### config.mk
export PLATFORM = sky130hd
export DESIGN_NAME = tick_priority_counter_scheduler_top_flat
export DESIGN_NICKNAME = d
export VERILOG_FILES = /design/src/tpcs_pkg.sv /design/src/tpcs_if.sv /design/src/tpcs_csr.sv /design/src/tpcs_ctrl.sv /design/src/tpcs_dp.sv /design/src/tick_priority_counter_scheduler_top.sv /design/src/flat_wrapper.sv
export VERILOG_INCLUDE_DIRS = /design/src /design/src/src
export SDC_FILE = /design/constraint.sdc
export NUM_CORES = 1
export LEC_CHECK = 0
export BUFFER_PORTS_ARGS = -buffer_cell sky130_fd_sc_hd__buf_2
export CORE_MARGIN = 1
export CORE_UTILIZATION = 57
export CTS_CLUSTER_DIAMETER = 150
export DETAILED_ROUTE_END_ITERATION = 10
export GPL_TIMING_DRIVEN = 0
export PLACE_DENSITY_LB_ADDON = 0.08
export SKIP_LAST_GASP = 1
export SLEW_MARGIN = 20
export SYNTH_ARGS = -nofsm -noshare
export SYNTH_HDL_FRONTEND = slang
export SYNTH_SLANG_ARGS = --single-unit
### constraint.sdc
create_clock -name clock -period 5.1 [get_ports clock]
set_input_delay 0.51 -clock clock [delete_from_list [all_inputs] [get_ports clock]]
set_output_delay 0.51 -clock clock [all_outputs]
set_load 0.01 [all_outputs]
### src/tick_priority_counter_scheduler_top_macros.svh
// assertion macros for the scheduler datapath
`ifndef TICK_PRIORITY_COUNTER_SCHEDULER_TOP_MACROS_SVH
`define TICK_PRIORITY_COUNTER_SCHEDULER_TOP_MACROS_SVH

// same-cycle implication
`define TPCS_ASSERT_IMPLY(label, clk, rst, ante, cons, msg) \
   label: assert property (@(posedge clk) disable iff (rst) (ante) |-> (cons)) \
      else $error(msg);

// next-cycle implication
`define TPCS_ASSERT_NEXT(label, clk, rst, ante, cons, msg) \
   label: assert property (@(posedge clk) disable iff (rst) (ante) |=> (cons)) \
      else $error(msg);

`endif

### src/tpcs_pkg.sv
// types, constants and controller codes of the tick scheduler
package tpcs_pkg;

   localparam int NUM_TASKS   = 8;
   localparam int TASK_W      = 3;
   localparam int SLICE_W     = 4;
   localparam int IDX_W       = (NUM_TASKS > 2) ? $clog2(NUM_TASKS) : 1;
   localparam int CFG_REGS    = 7;
   localparam int CFG_IDX_W   = 3;
   localparam int CSR_ADDR_W  = 5;
   localparam int CSR_DATA_W  = 32;
   localparam logic [SLICE_W-1:0] PRIO_RESET = SLICE_W'(1);

   typedef logic [CFG_REGS-1:0][SLICE_W-1:0] prio_array_type;

   typedef enum logic [2:0] {
      ST_IDLE,
      ST_CHECK,
      ST_ANY,
      ST_FIND,
      ST_COMMIT,
      ST_EMIT
   } state_type;

   typedef struct packed {
      logic accept;
      logic hold_res;
      logic wr_dec;
      logic sched_start;
      logic any_step;
      logic find_start;
      logic find_step;
      logic idx_inc;
      logic commit;
      logic emit;
   } cmd_type;

   typedef struct packed {
      logic tick;
      logic run_idle;
      logic dec_zero;
      logic idx_last;
      logic out_free;
   } status_type;

endpackage

### src/tpcs_if.sv
// valid/ready channels for tick beats and scheduler results
interface tpcs_req_if import tpcs_pkg::*; ();
   logic valid;
   logic ready;
   logic tick;

   modport source (output valid, output tick, input ready);
   modport sink (input valid, input tick, output ready);
endinterface

interface tpcs_rsp_if import tpcs_pkg::*; ();
   logic                 valid;
   logic                 ready;
   logic [TASK_W-1:0]    running_task;
   logic                 switched;
   logic                 reloaded;
   logic [SLICE_W-1:0]   slice_left;

   modport source (output valid, output running_task, output switched,
                   output reloaded, output slice_left, input ready);
   modport sink (input valid, input running_task, input switched,
                 input reloaded, input slice_left, output ready);
endinterface

### src/tpcs_csr.sv
// apb priority registers for tasks one and up
module tpcs_csr import tpcs_pkg::*; (
   input  logic                  clock,
   input  logic                  reset,
   input  logic                  csr_psel,
   input  logic                  csr_penable,
   input  logic                  csr_pwrite,
   input  logic [CSR_ADDR_W-1:0] csr_paddr,
   input  logic [CSR_DATA_W-1:0] csr_pwdata,
   output logic [CSR_DATA_W-1:0] csr_prdata,
   output logic                  csr_pready,
   output prio_array_type        prio
);

   prio_array_type        prio_ff;
   logic [CFG_IDX_W-1:0]  reg_idx;
   logic                  reg_hit;
   logic                  wr_en;

   assign reg_idx    = csr_paddr[CSR_ADDR_W-1:2];
   assign reg_hit    = (int'(reg_idx) < CFG_REGS);
   assign wr_en      = csr_psel && csr_penable && csr_pwrite && reg_hit;
   assign csr_pready = 1'b1;
   assign prio       = prio_ff;
   assign csr_prdata = reg_hit ? CSR_DATA_W'(prio_ff[reg_idx]) : '0;

   always_ff @(posedge clock) begin
      if (reset) begin
         for (int i = 0; i < CFG_REGS; i++) begin
            prio_ff[i] <= PRIO_RESET;
         end
      end else if (wr_en) begin
         prio_ff[reg_idx] <= csr_pwdata[SLICE_W-1:0];
      end
   end

endmodule

### src/tpcs_ctrl.sv
// sequencer for decrement, counter scans and result hand-off
module tpcs_ctrl import tpcs_pkg::*; (
   input  logic       clock,
   input  logic       reset,
   input  logic       req_valid,
   output logic       req_ready,
   input  status_type status,
   output cmd_type    cmd
);

   state_type state_ff;
   state_type state_in;

   always_ff @(posedge clock) begin
      if (reset) begin
         state_ff <= ST_IDLE;
      end else begin
         state_ff <= state_in;
      end
   end

   always_comb begin
      state_in  = state_ff;
      cmd       = '0;
      req_ready = 1'b0;
      case (state_ff)
         ST_IDLE: begin
            req_ready = 1'b1;
            if (req_valid) begin
               cmd.accept = 1'b1;
               state_in   = ST_CHECK;
            end
         end
         ST_CHECK: begin
            if (!status.tick) begin
               cmd.hold_res = 1'b1;
               state_in     = ST_EMIT;
            end else if (status.run_idle) begin
               cmd.sched_start = 1'b1;
               state_in        = ST_ANY;
            end else begin
               cmd.wr_dec = 1'b1;
               if (status.dec_zero) begin
                  cmd.sched_start = 1'b1;
                  state_in        = ST_ANY;
               end else begin
                  cmd.hold_res = 1'b1;
                  state_in     = ST_EMIT;
               end
            end
         end
         ST_ANY: begin
            cmd.any_step = 1'b1;
            if (status.idx_last) begin
               cmd.find_start = 1'b1;
               state_in       = ST_FIND;
            end else begin
               cmd.idx_inc = 1'b1;
            end
         end
         ST_FIND: begin
            cmd.find_step = 1'b1;
            if (status.idx_last) begin
               state_in = ST_COMMIT;
            end else begin
               cmd.idx_inc = 1'b1;
            end
         end
         ST_COMMIT: begin
            cmd.commit = 1'b1;
            state_in   = ST_EMIT;
         end
         ST_EMIT: begin
            if (status.out_free) begin
               cmd.emit = 1'b1;
               state_in = ST_IDLE;
            end
         end
         default: begin
            state_in = ST_IDLE;
         end
      endcase
   end

endmodule

### src/tpcs_dp.sv
// slice counters, scan registers and result register
module tpcs_dp import tpcs_pkg::*; (
   input  logic                clock,
   input  logic                reset,
   input  cmd_type             cmd,
   output status_type          status,
   input  prio_array_type      prio,
   input  logic                req_tick,
   input  logic                rsp_ready,
   output logic                rsp_valid,
   output logic [TASK_W-1:0]   rsp_running_task,
   output logic                rsp_switched,
   output logic                rsp_reloaded,
   output logic [SLICE_W-1:0]  rsp_slice_left
);

   localparam logic [IDX_W-1:0] IDX_FIRST = IDX_W'(1);
   localparam logic [IDX_W-1:0] IDX_LAST  = IDX_W'(NUM_TASKS - 1);

   logic [SLICE_W-1:0] cnt_ff [NUM_TASKS];
   logic [IDX_W-1:0]   running_ff;
   logic [IDX_W-1:0]   idx_ff;
   logic               tick_ff;
   logic               any_ff;
   logic [IDX_W-1:0]   best_ff;
   logic [SLICE_W-1:0] bval_ff;
   logic [IDX_W-1:0]   res_task_ff;
   logic               res_sw_ff;
   logic               res_rl_ff;
   logic [SLICE_W-1:0] res_slice_ff;
   logic               out_valid_ff;
   logic [TASK_W-1:0]  out_task_ff;
   logic               out_sw_ff;
   logic               out_rl_ff;
   logic [SLICE_W-1:0] out_slice_ff;

   logic [SLICE_W-1:0]   rd;
   logic [SLICE_W-1:0]   dec;
   logic [CFG_IDX_W-1:0] pidx;
   logic [SLICE_W-1:0]   cand;
   logic                 cnt_we;
   logic [SLICE_W-1:0]   cnt_wdata;
   logic                 out_free;

   assign rd        = cnt_ff[idx_ff];
   assign dec       = (rd != '0) ? rd - SLICE_W'(1) : rd;
   assign pidx      = CFG_IDX_W'(idx_ff) - CFG_IDX_W'(1);
   assign cand      = any_ff ? rd : prio[pidx];
   assign cnt_we    = cmd.wr_dec || (cmd.find_step && !any_ff);
   assign cnt_wdata = cmd.wr_dec ? dec : prio[pidx];
   assign out_free  = !out_valid_ff || rsp_ready;

   assign status.tick     = tick_ff;
   assign status.run_idle = (running_ff == '0);
   assign status.dec_zero = (dec == '0);
   assign status.idx_last = (idx_ff == IDX_LAST);
   assign status.out_free = out_free;

   assign rsp_valid        = out_valid_ff;
   assign rsp_running_task = out_task_ff;
   assign rsp_switched     = out_sw_ff;
   assign rsp_reloaded     = out_rl_ff;
   assign rsp_slice_left   = out_slice_ff;

   // counters, running task and result valid
   always_ff @(posedge clock) begin
      if (reset) begin
         for (int i = 0; i < NUM_TASKS; i++) begin
            cnt_ff[i] <= '0;
         end
         running_ff   <= '0;
         out_valid_ff <= 1'b0;
      end else begin
         if (cnt_we) begin
            cnt_ff[idx_ff] <= cnt_wdata;
         end
         if (cmd.commit) begin
            running_ff <= best_ff;
         end
         if (cmd.emit) begin
            out_valid_ff <= 1'b1;
         end else if (rsp_ready) begin
            out_valid_ff <= 1'b0;
         end
      end
   end

   // scan and result payload
   always_ff @(posedge clock) begin
      if (cmd.accept) begin
         tick_ff <= req_tick;
         idx_ff  <= running_ff;
      end else if (cmd.sched_start || cmd.find_start) begin
         idx_ff <= IDX_FIRST;
      end else if (cmd.idx_inc) begin
         idx_ff <= idx_ff + IDX_W'(1);
      end
      if (cmd.sched_start) begin
         any_ff <= 1'b0;
      end else if (cmd.any_step) begin
         any_ff <= any_ff || (rd != '0);
      end
      if (cmd.find_start) begin
         best_ff <= '0;
         bval_ff <= '0;
      end else if (cmd.find_step && (cand > bval_ff)) begin
         best_ff <= idx_ff;
         bval_ff <= cand;
      end
      if (cmd.hold_res) begin
         res_task_ff  <= running_ff;
         res_sw_ff    <= 1'b0;
         res_rl_ff    <= 1'b0;
         res_slice_ff <= tick_ff ? dec : rd;
      end else if (cmd.commit) begin
         res_task_ff  <= best_ff;
         res_sw_ff    <= (best_ff != running_ff);
         res_rl_ff    <= !any_ff;
         res_slice_ff <= bval_ff;
      end
      if (cmd.emit) begin
         out_task_ff  <= TASK_W'(res_task_ff);
         out_sw_ff    <= res_sw_ff;
         out_rl_ff    <= res_rl_ff;
         out_slice_ff <= res_slice_ff;
      end
   end

`include "tick_priority_counter_scheduler_top_macros.svh"

   `TPCS_ASSERT_IMPLY(a_idle_cnt_zero, clock, reset, 1'b1, cnt_ff[0] == '0, "idle counter nonzero")
   `TPCS_ASSERT_IMPLY(a_emit_free, clock, reset, cmd.emit, out_free, "result overwritten")
   `TPCS_ASSERT_NEXT(a_commit_run, clock, reset, cmd.commit, running_ff == $past(best_ff), "running not updated")
   `TPCS_ASSERT_IMPLY(a_zero_best_idle, clock, reset, cmd.commit && bval_ff == '0, best_ff == '0, "empty pick not idle")

endmodule

### src/tick_priority_counter_scheduler_top.sv
// top level of the tick-driven counter priority scheduler
//
//   channel   dir   beat
//   req_ch    in    tick
//   rsp_ch    out   running_task, switched, reloaded, slice_left
//   csr_*     in    apb access of priority_task1..7 at 4*(i-1)
//
// a beat without tick, or one whose decrement leaves a nonzero slice, goes from check to hand-off
// a beat that schedules makes two passes over the counters
// through one read port (any-nonzero pass, then reload-and-pick pass)
// one beat in flight; a waiting result holds only the final hand-off stage
// synchronous reset clears counters, running task and priorities (to one)
module tick_priority_counter_scheduler_top import tpcs_pkg::*; (
   input  logic                  clock,
   input  logic                  reset,
   tpcs_req_if.sink              req_ch,
   tpcs_rsp_if.source            rsp_ch,
   input  logic                  csr_psel,
   input  logic                  csr_penable,
   input  logic                  csr_pwrite,
   input  logic [CSR_ADDR_W-1:0] csr_paddr,
   input  logic [CSR_DATA_W-1:0] csr_pwdata,
   output logic [CSR_DATA_W-1:0] csr_prdata,
   output logic                  csr_pready
);

   prio_array_type prio;
   cmd_type        cmd;
   status_type     status;

   tpcs_csr u_csr (
      .clock       (clock),
      .reset       (reset),
      .csr_psel    (csr_psel),
      .csr_penable (csr_penable),
      .csr_pwrite  (csr_pwrite),
      .csr_paddr   (csr_paddr),
      .csr_pwdata  (csr_pwdata),
      .csr_prdata  (csr_prdata),
      .csr_pready  (csr_pready),
      .prio        (prio)
   );

   tpcs_ctrl u_ctrl (
      .clock     (clock),
      .reset     (reset),
      .req_valid (req_ch.valid),
      .req_ready (req_ch.ready),
      .status    (status),
      .cmd       (cmd)
   );

   tpcs_dp u_dp (
      .clock            (clock),
      .reset            (reset),
      .cmd              (cmd),
      .status           (status),
      .prio             (prio),
      .req_tick         (req_ch.tick),
      .rsp_ready        (rsp_ch.ready),
      .rsp_valid        (rsp_ch.valid),
      .rsp_running_task (rsp_ch.running_task),
      .rsp_switched     (rsp_ch.switched),
      .rsp_reloaded     (rsp_ch.reloaded),
      .rsp_slice_left   (rsp_ch.slice_left)
   );

endmodule

### src/flat_wrapper.sv
// flat-port wrapper written by rule: the top's interface ports become plain ports
module tick_priority_counter_scheduler_top_flat import tpcs_pkg::*;
  (clock, reset, csr_psel, csr_penable, csr_pwrite, csr_paddr, csr_pwdata, csr_prdata, csr_pready, req_ch_valid, req_ch_tick, req_ch_ready, rsp_ch_valid, rsp_ch_running_task, rsp_ch_switched, rsp_ch_reloaded, rsp_ch_slice_left, rsp_ch_ready);
  tpcs_req_if req_ch_i ();
  tpcs_rsp_if rsp_ch_i ();
  input  logic clock;
  input  logic reset;
  input  logic csr_psel;
  input  logic csr_penable;
  input  logic csr_pwrite;
  input  logic [CSR_ADDR_W-1:0] csr_paddr;
  input  logic [CSR_DATA_W-1:0] csr_pwdata;
  output logic [CSR_DATA_W-1:0] csr_prdata;
  output logic csr_pready;
  input wire logic [$bits(req_ch_i.valid)-1:0] req_ch_valid;
  input wire logic [$bits(req_ch_i.tick)-1:0] req_ch_tick;
  output wire logic [$bits(req_ch_i.ready)-1:0] req_ch_ready;
  output wire logic [$bits(rsp_ch_i.valid)-1:0] rsp_ch_valid;
  output wire logic [$bits(rsp_ch_i.running_task)-1:0] rsp_ch_running_task;
  output wire logic [$bits(rsp_ch_i.switched)-1:0] rsp_ch_switched;
  output wire logic [$bits(rsp_ch_i.reloaded)-1:0] rsp_ch_reloaded;
  output wire logic [$bits(rsp_ch_i.slice_left)-1:0] rsp_ch_slice_left;
  input wire logic [$bits(rsp_ch_i.ready)-1:0] rsp_ch_ready;
  assign req_ch_i.valid = req_ch_valid;
  assign req_ch_i.tick = req_ch_tick;
  assign req_ch_ready = req_ch_i.ready;
  assign rsp_ch_valid = rsp_ch_i.valid;
  assign rsp_ch_running_task = rsp_ch_i.running_task;
  assign rsp_ch_switched = rsp_ch_i.switched;
  assign rsp_ch_reloaded = rsp_ch_i.reloaded;
  assign rsp_ch_slice_left = rsp_ch_i.slice_left;
  assign rsp_ch_i.ready = rsp_ch_ready;
  tick_priority_counter_scheduler_top u_core (.clock(clock), .reset(reset), .req_ch(req_ch_i), .rsp_ch(rsp_ch_i), .csr_psel(csr_psel), .csr_penable(csr_penable), .csr_pwrite(csr_pwrite), .csr_paddr(csr_paddr), .csr_pwdata(csr_pwdata), .csr_prdata(csr_prdata), .csr_pready(csr_pready));
endmodule
==> summary.txt, run 1 <==
status = complete, no violations
Top FF cell, synth = sky130_fd_sc_hd__edfxtp_1
YS warnings = 0
die area = 9670 sq um
total of hold buffers inserted after clock tree synthesis = 0
net switching fraction of the power = 38.9%
Leak = 2.36 nW
smallest setup slack after layout = 0.350 ns
vias in the first global route = 3,734
TritonCTS buffer count = 9
total global routing overflow = 0
Detail Route Antenna Nets = 0
sum of negative setup slack = 0 ns
gp weighted congestion = 0.878
port bufs = 27
Residual DRC = 0
relative area change from synthesis to final layout = 10.7%
Hold Crit Class = in2reg
final hold violations = 0
asr flop ratio synth = 0%
max-capacitance violation count = 0
share of the clock period used by the worst path after layout = 93.1%
combinational power share = 43.9%
largest fanout on the critical path = 10
count of placed standard cells including taps = 669
DP Wirelength = 8360 um
setup skew after layout = 0.00800 ns
number of buffers on the longest clock path = 2
detailed-routing wirelength on met1 = 4990 um
wire length on met2 = 5290 um
final setup violation count = 0
pin count of the biggest net entering global routing = 17
clock tree from TritonCTS = done
most frequent cells in the layout = sky130_fd_sc_hd__nor2_1, sky130_fd_sc_hd__edfxtp_1, sky130_fd_sc_hd__dfxtp_1
boundary pin count = 89
Skew-Pair Late Insertion Delay = 0.37 ns
proportion of synthesized chip area in sequential cells = 47.7%
buffers inserted by post-CTS timing repair = 0
via-per-instance ratio = 5.65
most common library cell in the layout ignoring fill and taps = sky130_fd_sc_hd__nor2_1
sum of met3 wire segment lengths after detailed routing = 550 um
Worst Max-Slew Pin Slew = 0.848 ns
post-synthesis cell area = 5290 sq um
mean area per synthesized cell = 10.4 sq um
count of clock tree sinks = 100
number of enable flip-flop cells after synthesis = 52
Die Y-Extent = 98.4 um
cells resized by post-CTS repair = 0
Critical Setup Path Class = reg2reg
data required time of the worst path = 5.35 ns
count of antenna diodes in the layout = 0
number of nets in the layout = 625
relative slew slack = 43.3%
highest clock frequency the design can meet = 0.211 GHz
Mapped Cells = 507
total via count in the routed design = 3,869
starting density of the core = 59.8%
global-route wire length before repair = 18,300 um
final slew viol count = 0
setup repair after global routing missed its margin = false
signal arrival time at the worst endpoint = 5.00 ns
die width = 98.4 um
Min Clock Period, post-route = 4.75 ns
proportion of layout cells with a drive suffix above 1 = 19.9%
type of element launching the critical path = flip-flop
post-layout instance count excluding filler cells = 685
antenna violations before repair = 0
total iterations of the first detailed-routing run = 7
aggregate global-route resource usage = 24.3%
Worst VDD drop = 254 uV
CTS H-Tree Depth = 3
Setup crit end kind = flip-flop
pwr/cell area = 465 nW/um^2
top routing layer in use = met4
core box area = 8850 sq um
clock power share = 18.6%
1st-iter DRT viols = 263
Seq cells post-synth = 100
count of distinct cell types in the synthesized netlist = 59
post-detailed-routing wire length = 11,000 um
setup slack at placement = 0.358 ns
average wire per cell in the routed design = 16.1 um
register share of total power = 37.6%
CTS root buf = sky130_fd_sc_hd__clkbuf_8
P_sw = 1.06 mW
Internal Power = 1.66 mW
std cell rows = 34
clock edge transition at the registers on the reported setup and hold paths = 0.10 ns
layer usage:
metal,track usage [%],up-vias
met2,40.0,128
met4,9.64,0
met1,32.6,1835
met3,3.15,19
met5,0,-
li1,-,1887
stage by stage:
step	power, mW	cell area (sq um)	util (%)	hold slack, ns
final	2.72	5860	66.2	0.319
after global routing	2.88	5860	66.2	0.301
after CTS	2.72	5860	66.2	0.313
after detailed placement	2.22	5670	64.1	0.407
after global placement	2.19	5660	64.0	0.400
after floorplan	1.93	5390	-	0.400
logic make-up (layout without fill, tap and decap cells):
kind of cell,count (synthesis),after routing,share of synthesized area (%)
AND/OR/NAND/NOR,183,183,16.0
adder cells (fa/ha/maj),8,8,1.89
flip-flops,100,100,47.7
other,2,29,0.142
XOR/XNOR,7,7,1.16
AO/OA/AOI/OAI,73,73,9.72
buffers and inverters,65,108,6.90
multiplexers,69,69,16.5
critical path, cell delays in order, from the launching register on:
cell,delay [ns]
sky130_fd_sc_hd__edfxtp_1,0.36
sky130_fd_sc_hd__clkbuf_1,0.38
sky130_fd_sc_hd__inv_1,0.23
sky130_fd_sc_hd__ha_1,0.49
sky130_fd_sc_hd__clkbuf_1,0.47
sky130_fd_sc_hd__mux4_2,0.39
sky130_fd_sc_hd__o21ai_0,0.39
sky130_fd_sc_hd__mux2i_1,0.19
sky130_fd_sc_hd__ha_1,0.32
sky130_fd_sc_hd__nor2b_1,0.13
sky130_fd_sc_hd__o21a_1,0.16
sky130_fd_sc_hd__o21a_1,0.16
sky130_fd_sc_hd__o2111ai_1,0.20
sky130_fd_sc_hd__clkbuf_1,0.47
sky130_fd_sc_hd__mux2i_1,0.25
sky130_fd_sc_hd__nor2_1,0.06
final timing paths:
kind	startpoint	endpoint	slack (ns)	cells past startpoint
hold reg to reg	u_core.u_dp.res_task_ff[1]	u_core.u_dp.rsp_running_task[1]	0.43	0
setup reg to reg	u_core.u_dp.idx_ff[0]	u_core.u_dp.best_ff[0]	0.35	15
setup / recovery	u_core.u_dp.idx_ff[0]	u_core.u_dp.best_ff[0]	0.35	15
hold / removal	req_ch_tick	u_core.u_dp.tick_ff	0.32	1
power by group through the flow:
stage	logic, mW	clock network (mW)	registers, mW
floorplan	0.908	0	1.02
global placement	1.15	0	1.03
detailed placement	1.18	0	1.04
CTS	1.19	0.509	1.02
global route	1.31	0.540	1.03
finish	1.19	0.505	1.02
cell usage after synthesis, types with 3 or more instances:
| cell type | n | area share, % |
|---|---|---|
| sky130_fd_sc_hd__a211o_1 | 8 | 1.3 |
| sky130_fd_sc_hd__a211oi_1 | 3 | 0.43 |
| sky130_fd_sc_hd__a21oi_1 | 10 | 0.95 |
| sky130_fd_sc_hd__a31oi_1 | 4 | 0.47 |
| sky130_fd_sc_hd__and2_1 | 4 | 0.47 |
| sky130_fd_sc_hd__buf_4 | 30 | 4.3 |
| sky130_fd_sc_hd__clkbuf_1 | 21 | 1.5 |
| sky130_fd_sc_hd__dfxtp_1 | 48 | 18 |
| sky130_fd_sc_hd__edfxtp_1 | 52 | 30 |
| sky130_fd_sc_hd__ha_1 | 8 | 1.9 |
| sky130_fd_sc_hd__inv_1 | 11 | 0.78 |
| sky130_fd_sc_hd__mux2_1 | 3 | 0.64 |
| sky130_fd_sc_hd__mux2_2 | 13 | 2.8 |
| sky130_fd_sc_hd__mux2i_1 | 38 | 7.2 |
| sky130_fd_sc_hd__mux4_2 | 11 | 4.7 |
| sky130_fd_sc_hd__nand2_1 | 37 | 2.6 |
| sky130_fd_sc_hd__nand2b_1 | 14 | 1.7 |
| sky130_fd_sc_hd__nand3_1 | 6 | 0.57 |
| sky130_fd_sc_hd__nand3b_1 | 4 | 0.57 |
| sky130_fd_sc_hd__nand4_1 | 3 | 0.35 |
| sky130_fd_sc_hd__nor2_1 | 82 | 5.8 |
| sky130_fd_sc_hd__nor2_2 | 8 | 0.95 |
| sky130_fd_sc_hd__nor2b_1 | 11 | 1.3 |
| sky130_fd_sc_hd__nor3_1 | 3 | 0.28 |
| sky130_fd_sc_hd__o211ai_1 | 5 | 0.71 |
| sky130_fd_sc_hd__o21a_1 | 3 | 0.43 |
| sky130_fd_sc_hd__o21ai_0 | 13 | 1.2 |
| sky130_fd_sc_hd__o221ai_1 | 3 | 0.50 |
| sky130_fd_sc_hd__o22ai_1 | 3 | 0.35 |
| sky130_fd_sc_hd__o31ai_1 | 3 | 0.43 |
| sky130_fd_sc_hd__or3_1 | 4 | 0.47 |
| sky130_fd_sc_hd__xnor2_1 | 5 | 0.83 |
layout make-up:
cell class / instances / area (sq um)
Inverter: 11 / 41.3
Sequential cell: 100 / 2520
Clock buffer: 9 / 124
Timing Repair Buffer: 27 / 135
Multi-Input combinational cell: 369 / 2510
Clock inverter: 7 / 66.3
Buffer: 54 / 324
Fill cell: 715 / 2990
Tap cell: 108 / 135
sequential cells by signal, indices dropped and copies added, names as in the netlist, 3 cells and up, named ones only:
signal and flops:
u_core.u_csr.prio 28, u_core.u_dp.idx_ff 3, u_core.u_dp.res_task_ff 3, u_core.u_dp.rsp_slice_left 4, u_core.u_dp.best_ff 3, u_core.u_dp.rsp_running_task 3, u_core.u_dp.running_ff 3, u_core.u_dp.res_slice_ff 4
u_core.u_ctrl.state_ff 3, u_core.u_dp.cnt_ff 32, u_core.u_dp.bval_ff 4
(Power assumes the default switching activity.)
==> run 2: changes to the inputs <==
--- a/config.mk
+++ b/config.mk
@@ -17,4 +17,5 @@
 export SLEW_MARGIN = 20
 export SYNTH_ARGS = -nofsm -noshare
 export SYNTH_HDL_FRONTEND = slang
+export SYNTH_HIERARCHICAL = 1
 export SYNTH_SLANG_ARGS = --single-unit
==> run 2 against run 1 <==
Sequential cell count unchanged. Clock power grew 11%. Non-clock buffer count grew 2. Utilization shrank 0.52 points. Critical endpoint is now u_core/u_dp/bval_ff[1]. Setup slack improved by 0.072 ns. Sequential share of layout area down 1.5 points. Critical path depth rose by 1. Synthesized area rose by 2.7%. Die area is 2.6% higher. Clock skew up 0.0056 ns. Largest power group unchanged.
==> summary.txt, run 2 <==
DP Wirelength = 8650 um (+3.5%)
proportion of layout cells with a drive suffix above 1 = 22.2% (+2.2 points)
number of enable flip-flop cells after synthesis = 52 (unchanged)
leading cell types by total area after synthesis = sky130_fd_sc_hd__edfxtp_1, sky130_fd_sc_hd__dfxtp_1, sky130_fd_sc_hd__mux2i_1
Setup crit end kind = flip-flop
most common library cell in the layout ignoring fill and taps = sky130_fd_sc_hd__nor2_1
max-capacitance violation count = 0 (unchanged)
final setup violation count = 0 (unchanged)
pwr/cell area = 467 nW/um^2 (+0.54%)
Worst Reg2Reg Path Length in Cells = 16 (+1)
setup skew after layout = 0.0136 ns (+0.00560 ns)
TritonCTS buffer count = 9 (unchanged)
number of buffers on the longest clock path = 2 (unchanged)
CTS root buf = sky130_fd_sc_hd__clkbuf_8
via-per-instance ratio = 5.52 (-2.2%)
CTS H-Tree Depth = 3 (unchanged)
data required time of the worst path = 5.33 ns (-0.02 ns)
port bufs = 29 (+7.4%)
Detail Route Antenna Nets = 0 (unchanged)
number of fill cells in the layout = 751 (+5.0%)
Worst VDD drop = 222 uV (-13%)
Finished Cell Area = 6070 sq um (+3.6%)
setup repair after global routing missed its margin = false
Residual DRC = 0 (unchanged)
count of distinct cell types in the synthesized netlist = 60 (+1.7%)
Top FF cell, synth = sky130_fd_sc_hd__edfxtp_1
total global routing overflow = 0 (unchanged)
core box area = 9240 sq um (+4.4%)
met2 layer usage reported by global route = 41.0% (+0.99 points)
post-synthesis cell area = 5430 sq um (+2.7%)
top register by number of flip-flops = u_core/u_dp/cnt_ff
highest clock frequency the design can meet = 0.214 GHz (+1.5%)
total of hold buffers inserted after clock tree synthesis = 0 (unchanged)
Worst Max-Slew Pin Slew = 0.760 ns (-0.0884 ns)
sum of negative setup slack = 0 ns (unchanged)
Die Y-Extent = 99.6 um (+1.3%)
count of antenna diodes in the layout = 0 (unchanged)
buffers inserted by post-CTS timing repair = 0 (unchanged)
number of cells on the critical path = 16 (+1)
Skew-Pair Late Insertion Delay = 0.36 ns (about the same)
clock tree from TritonCTS = done
post-detailed-routing wire length = 11,600 um (+4.9%)
average wire per cell in the routed design = 16.5 um (+2.4%)
type of element launching the critical path = flip-flop
busiest layer in global routing = met2
total iterations of the first detailed-routing run = 5 (-2)
number of nets in the layout = 621 (-0.64%)
die area = 9930 sq um (+2.6%)
total via count in the routed design = 3,877 (+0.21%)
global-route track usage on met3 = 5.55% (+2.4 points)
longest individual stage delay on the worst path = 0.59 ns (+0.10 ns)
Leak = 2.49 nW (+5.6%)
asr flop ratio synth = 0% (unchanged)
Seq cells post-synth = 100 (unchanged)
antenna violations before repair = 0 (unchanged)
area after detailed placement = 5840 sq um (+3.0%)
pin count of the biggest net entering global routing = 17 (unchanged)
Min Clock Period, post-route = 4.68 ns (-0.0722 ns)
YS warnings = 6 (+6)
clock edge transition at the registers on the reported setup and hold paths = 0.09 ns (about the same)
number of flip-flops in the largest register = 32 (unchanged)
aggregate global-route resource usage = 24.9% (+0.61 points)
count of clock tree sinks = 100 (unchanged)
Mapped Cells = 501 (-1.2%)
worst path cell trace = clkbuf_1, inv_1, ha_1, clkbuf_1, nor2b_1, o2bb2ai_1, nand2_1, a21oi_1, or2_2, ha_1, nor2b_1, o21a_1, o21ai_0, a21oi_2, nor3b_1, nor3_1
relative slew slack = 49.4% (+6.1 points)
starting density of the core = 58.8% (-1.0 points)
global-route wire length before repair = 18,900 um (+3.4%)
Tot Pwr = 2.84 mW (+4.2%)
Bufs and invs on worst path = 3 (-1)
boundary pin count = 89 (unchanged)
cell depth of the worst min-delay path = 1 (unchanged)
signal arrival time at the worst endpoint = 4.91 ns (-0.09 ns)
cells resized by post-CTS repair = 0 (unchanged)
proportion of synthesized chip area in sequential cells = 46.4% (-1.2 points)
met1 global-route usage = 32.1% (-0.50 points)
area share of the largest cell type after synthesis = 28.7% (-0.77 points)
die width = 99.6 um (+1.3%)
most frequent cell after synthesis = sky130_fd_sc_hd__nor2_1
share of the clock period used by the worst path after layout = 91.7% (-1.4 points)
Hold Crit Class = in2reg
most frequent cells in the layout = sky130_fd_sc_hd__nor2_1, sky130_fd_sc_hd__mux2i_1, sky130_fd_sc_hd__edfxtp_1
std cell rows = 35 (+2.9%)
vias in the first global route = 3,747 (+0.35%)
cell at the slowest stage of the critical path = sky130_fd_sc_hd__clkbuf_1
gp weighted congestion = 0.904 (+3.0%)
final slew viol count = 0 (unchanged)
list of most frequent post-synthesis cells = sky130_fd_sc_hd__nor2_1, sky130_fd_sc_hd__mux2i_1, sky130_fd_sc_hd__edfxtp_1
status = complete, no violations
cell family with most CP delay = buffers and inverters
Critical Setup Path Class = reg2reg
1st-iter DRT viols = 181 (-31%)
Yosys top cell by area = sky130_fd_sc_hd__edfxtp_1
largest fanout on the critical path = 10 (unchanged)
final hold violations = 0 (unchanged)
mean area per synthesized cell = 10.8 sq um (+3.9%)
relative area change from synthesis to final layout = 11.7%
==> run 2: cell types whose count changed after synthesis, sizes merged, moves of 5 or more <==
cell | previous run | this run
clkbuf | 21 | 15
a211o | 8 | 1
nor2 | 90 | 67
mux2i | 40 | 55
nor3 | 3 | 9
buf | 33 | 39
o21ai | 15 | 10
nand2b | 14 | 38
nand2 | 37 | 23
==> run 2: layout make-up <==
class,count,area [sq um],area share [%]
buffer,54,365,6.02
clock buffer,10,138,2.27
timing repair buffer,29,145,2.39
multi-input combinational,359,2590,42.7
sequential,100,2520,41.5
tap,129,161,2.66
inverter,15,56.3,0.927
clock inverter,6,87.6,1.44
==> run 2: cells by family (layout without fill, tap and decap cells) <==
family / after synthesis / in the layout / synth area share, %
AOI/OAI and AO/OA: 62 / 62 / 8.75
DFF: 100 / 100 / 46.4
and+or+nand+nor: 172 / 172 / 16.0
adders and majority gates: 8 / 8 / 1.84
buffers and inverters: 69 / 114 / 7.76
xor gates and xnor gates: 7 / 7 / 1.13
other: 2 / 29 / 0.138
muxes: 81 / 81 / 17.9
==> run 2: path summary, 6_finish.rpt <==
check / start / end / slack (ns)
worst max-delay path: u_core/u_dp/idx_ff[0] / u_core/u_dp/bval_ff[1] / 0.42
worst min-delay path: req_ch_tick / u_core/u_dp/tick_ff / 0.32
worst max register to register: u_core/u_dp/idx_ff[0] / u_core/u_dp/bval_ff[1] / 0.42
worst min register to register: u_core/u_dp/res_slice_ff[0] / u_core/u_dp/rsp_slice_left[0] / 0.43
==> run 2: per-layer routing <==
layer	routed length, um	share of wire (%)
met1	5020	43
met2	5550	48
met3	709	6.1
met4	292	2.5
met5	0	0
==> run 2: metrics by stage <==
stage | hold slack, ns | cells | utilization (%) | setup WS [ns]
final | 0.324 | 702 | 65.7 | 0.422
after floorplan | 0.400 | 528 | - | 1.23
after detailed placement | 0.406 | 686 | 63.2 | 0.233
after global routing | 0.306 | 702 | 65.7 | 0.0646
after CTS | 0.314 | 702 | 65.7 | 0.214
after global placement | 0.403 | 686 | 63.2 | 0.324
==> run 2: report_power, final <==
part	internal [mW]	leakage [nW]	switching, mW	total [mW]
Combinational	0.507	1.48	0.717	1.22
Sequential	0.986	0.908	0.0653	1.05
Clock	0.288	0.101	0.271	0.560
Total	1.78	2.49	1.05	2.84
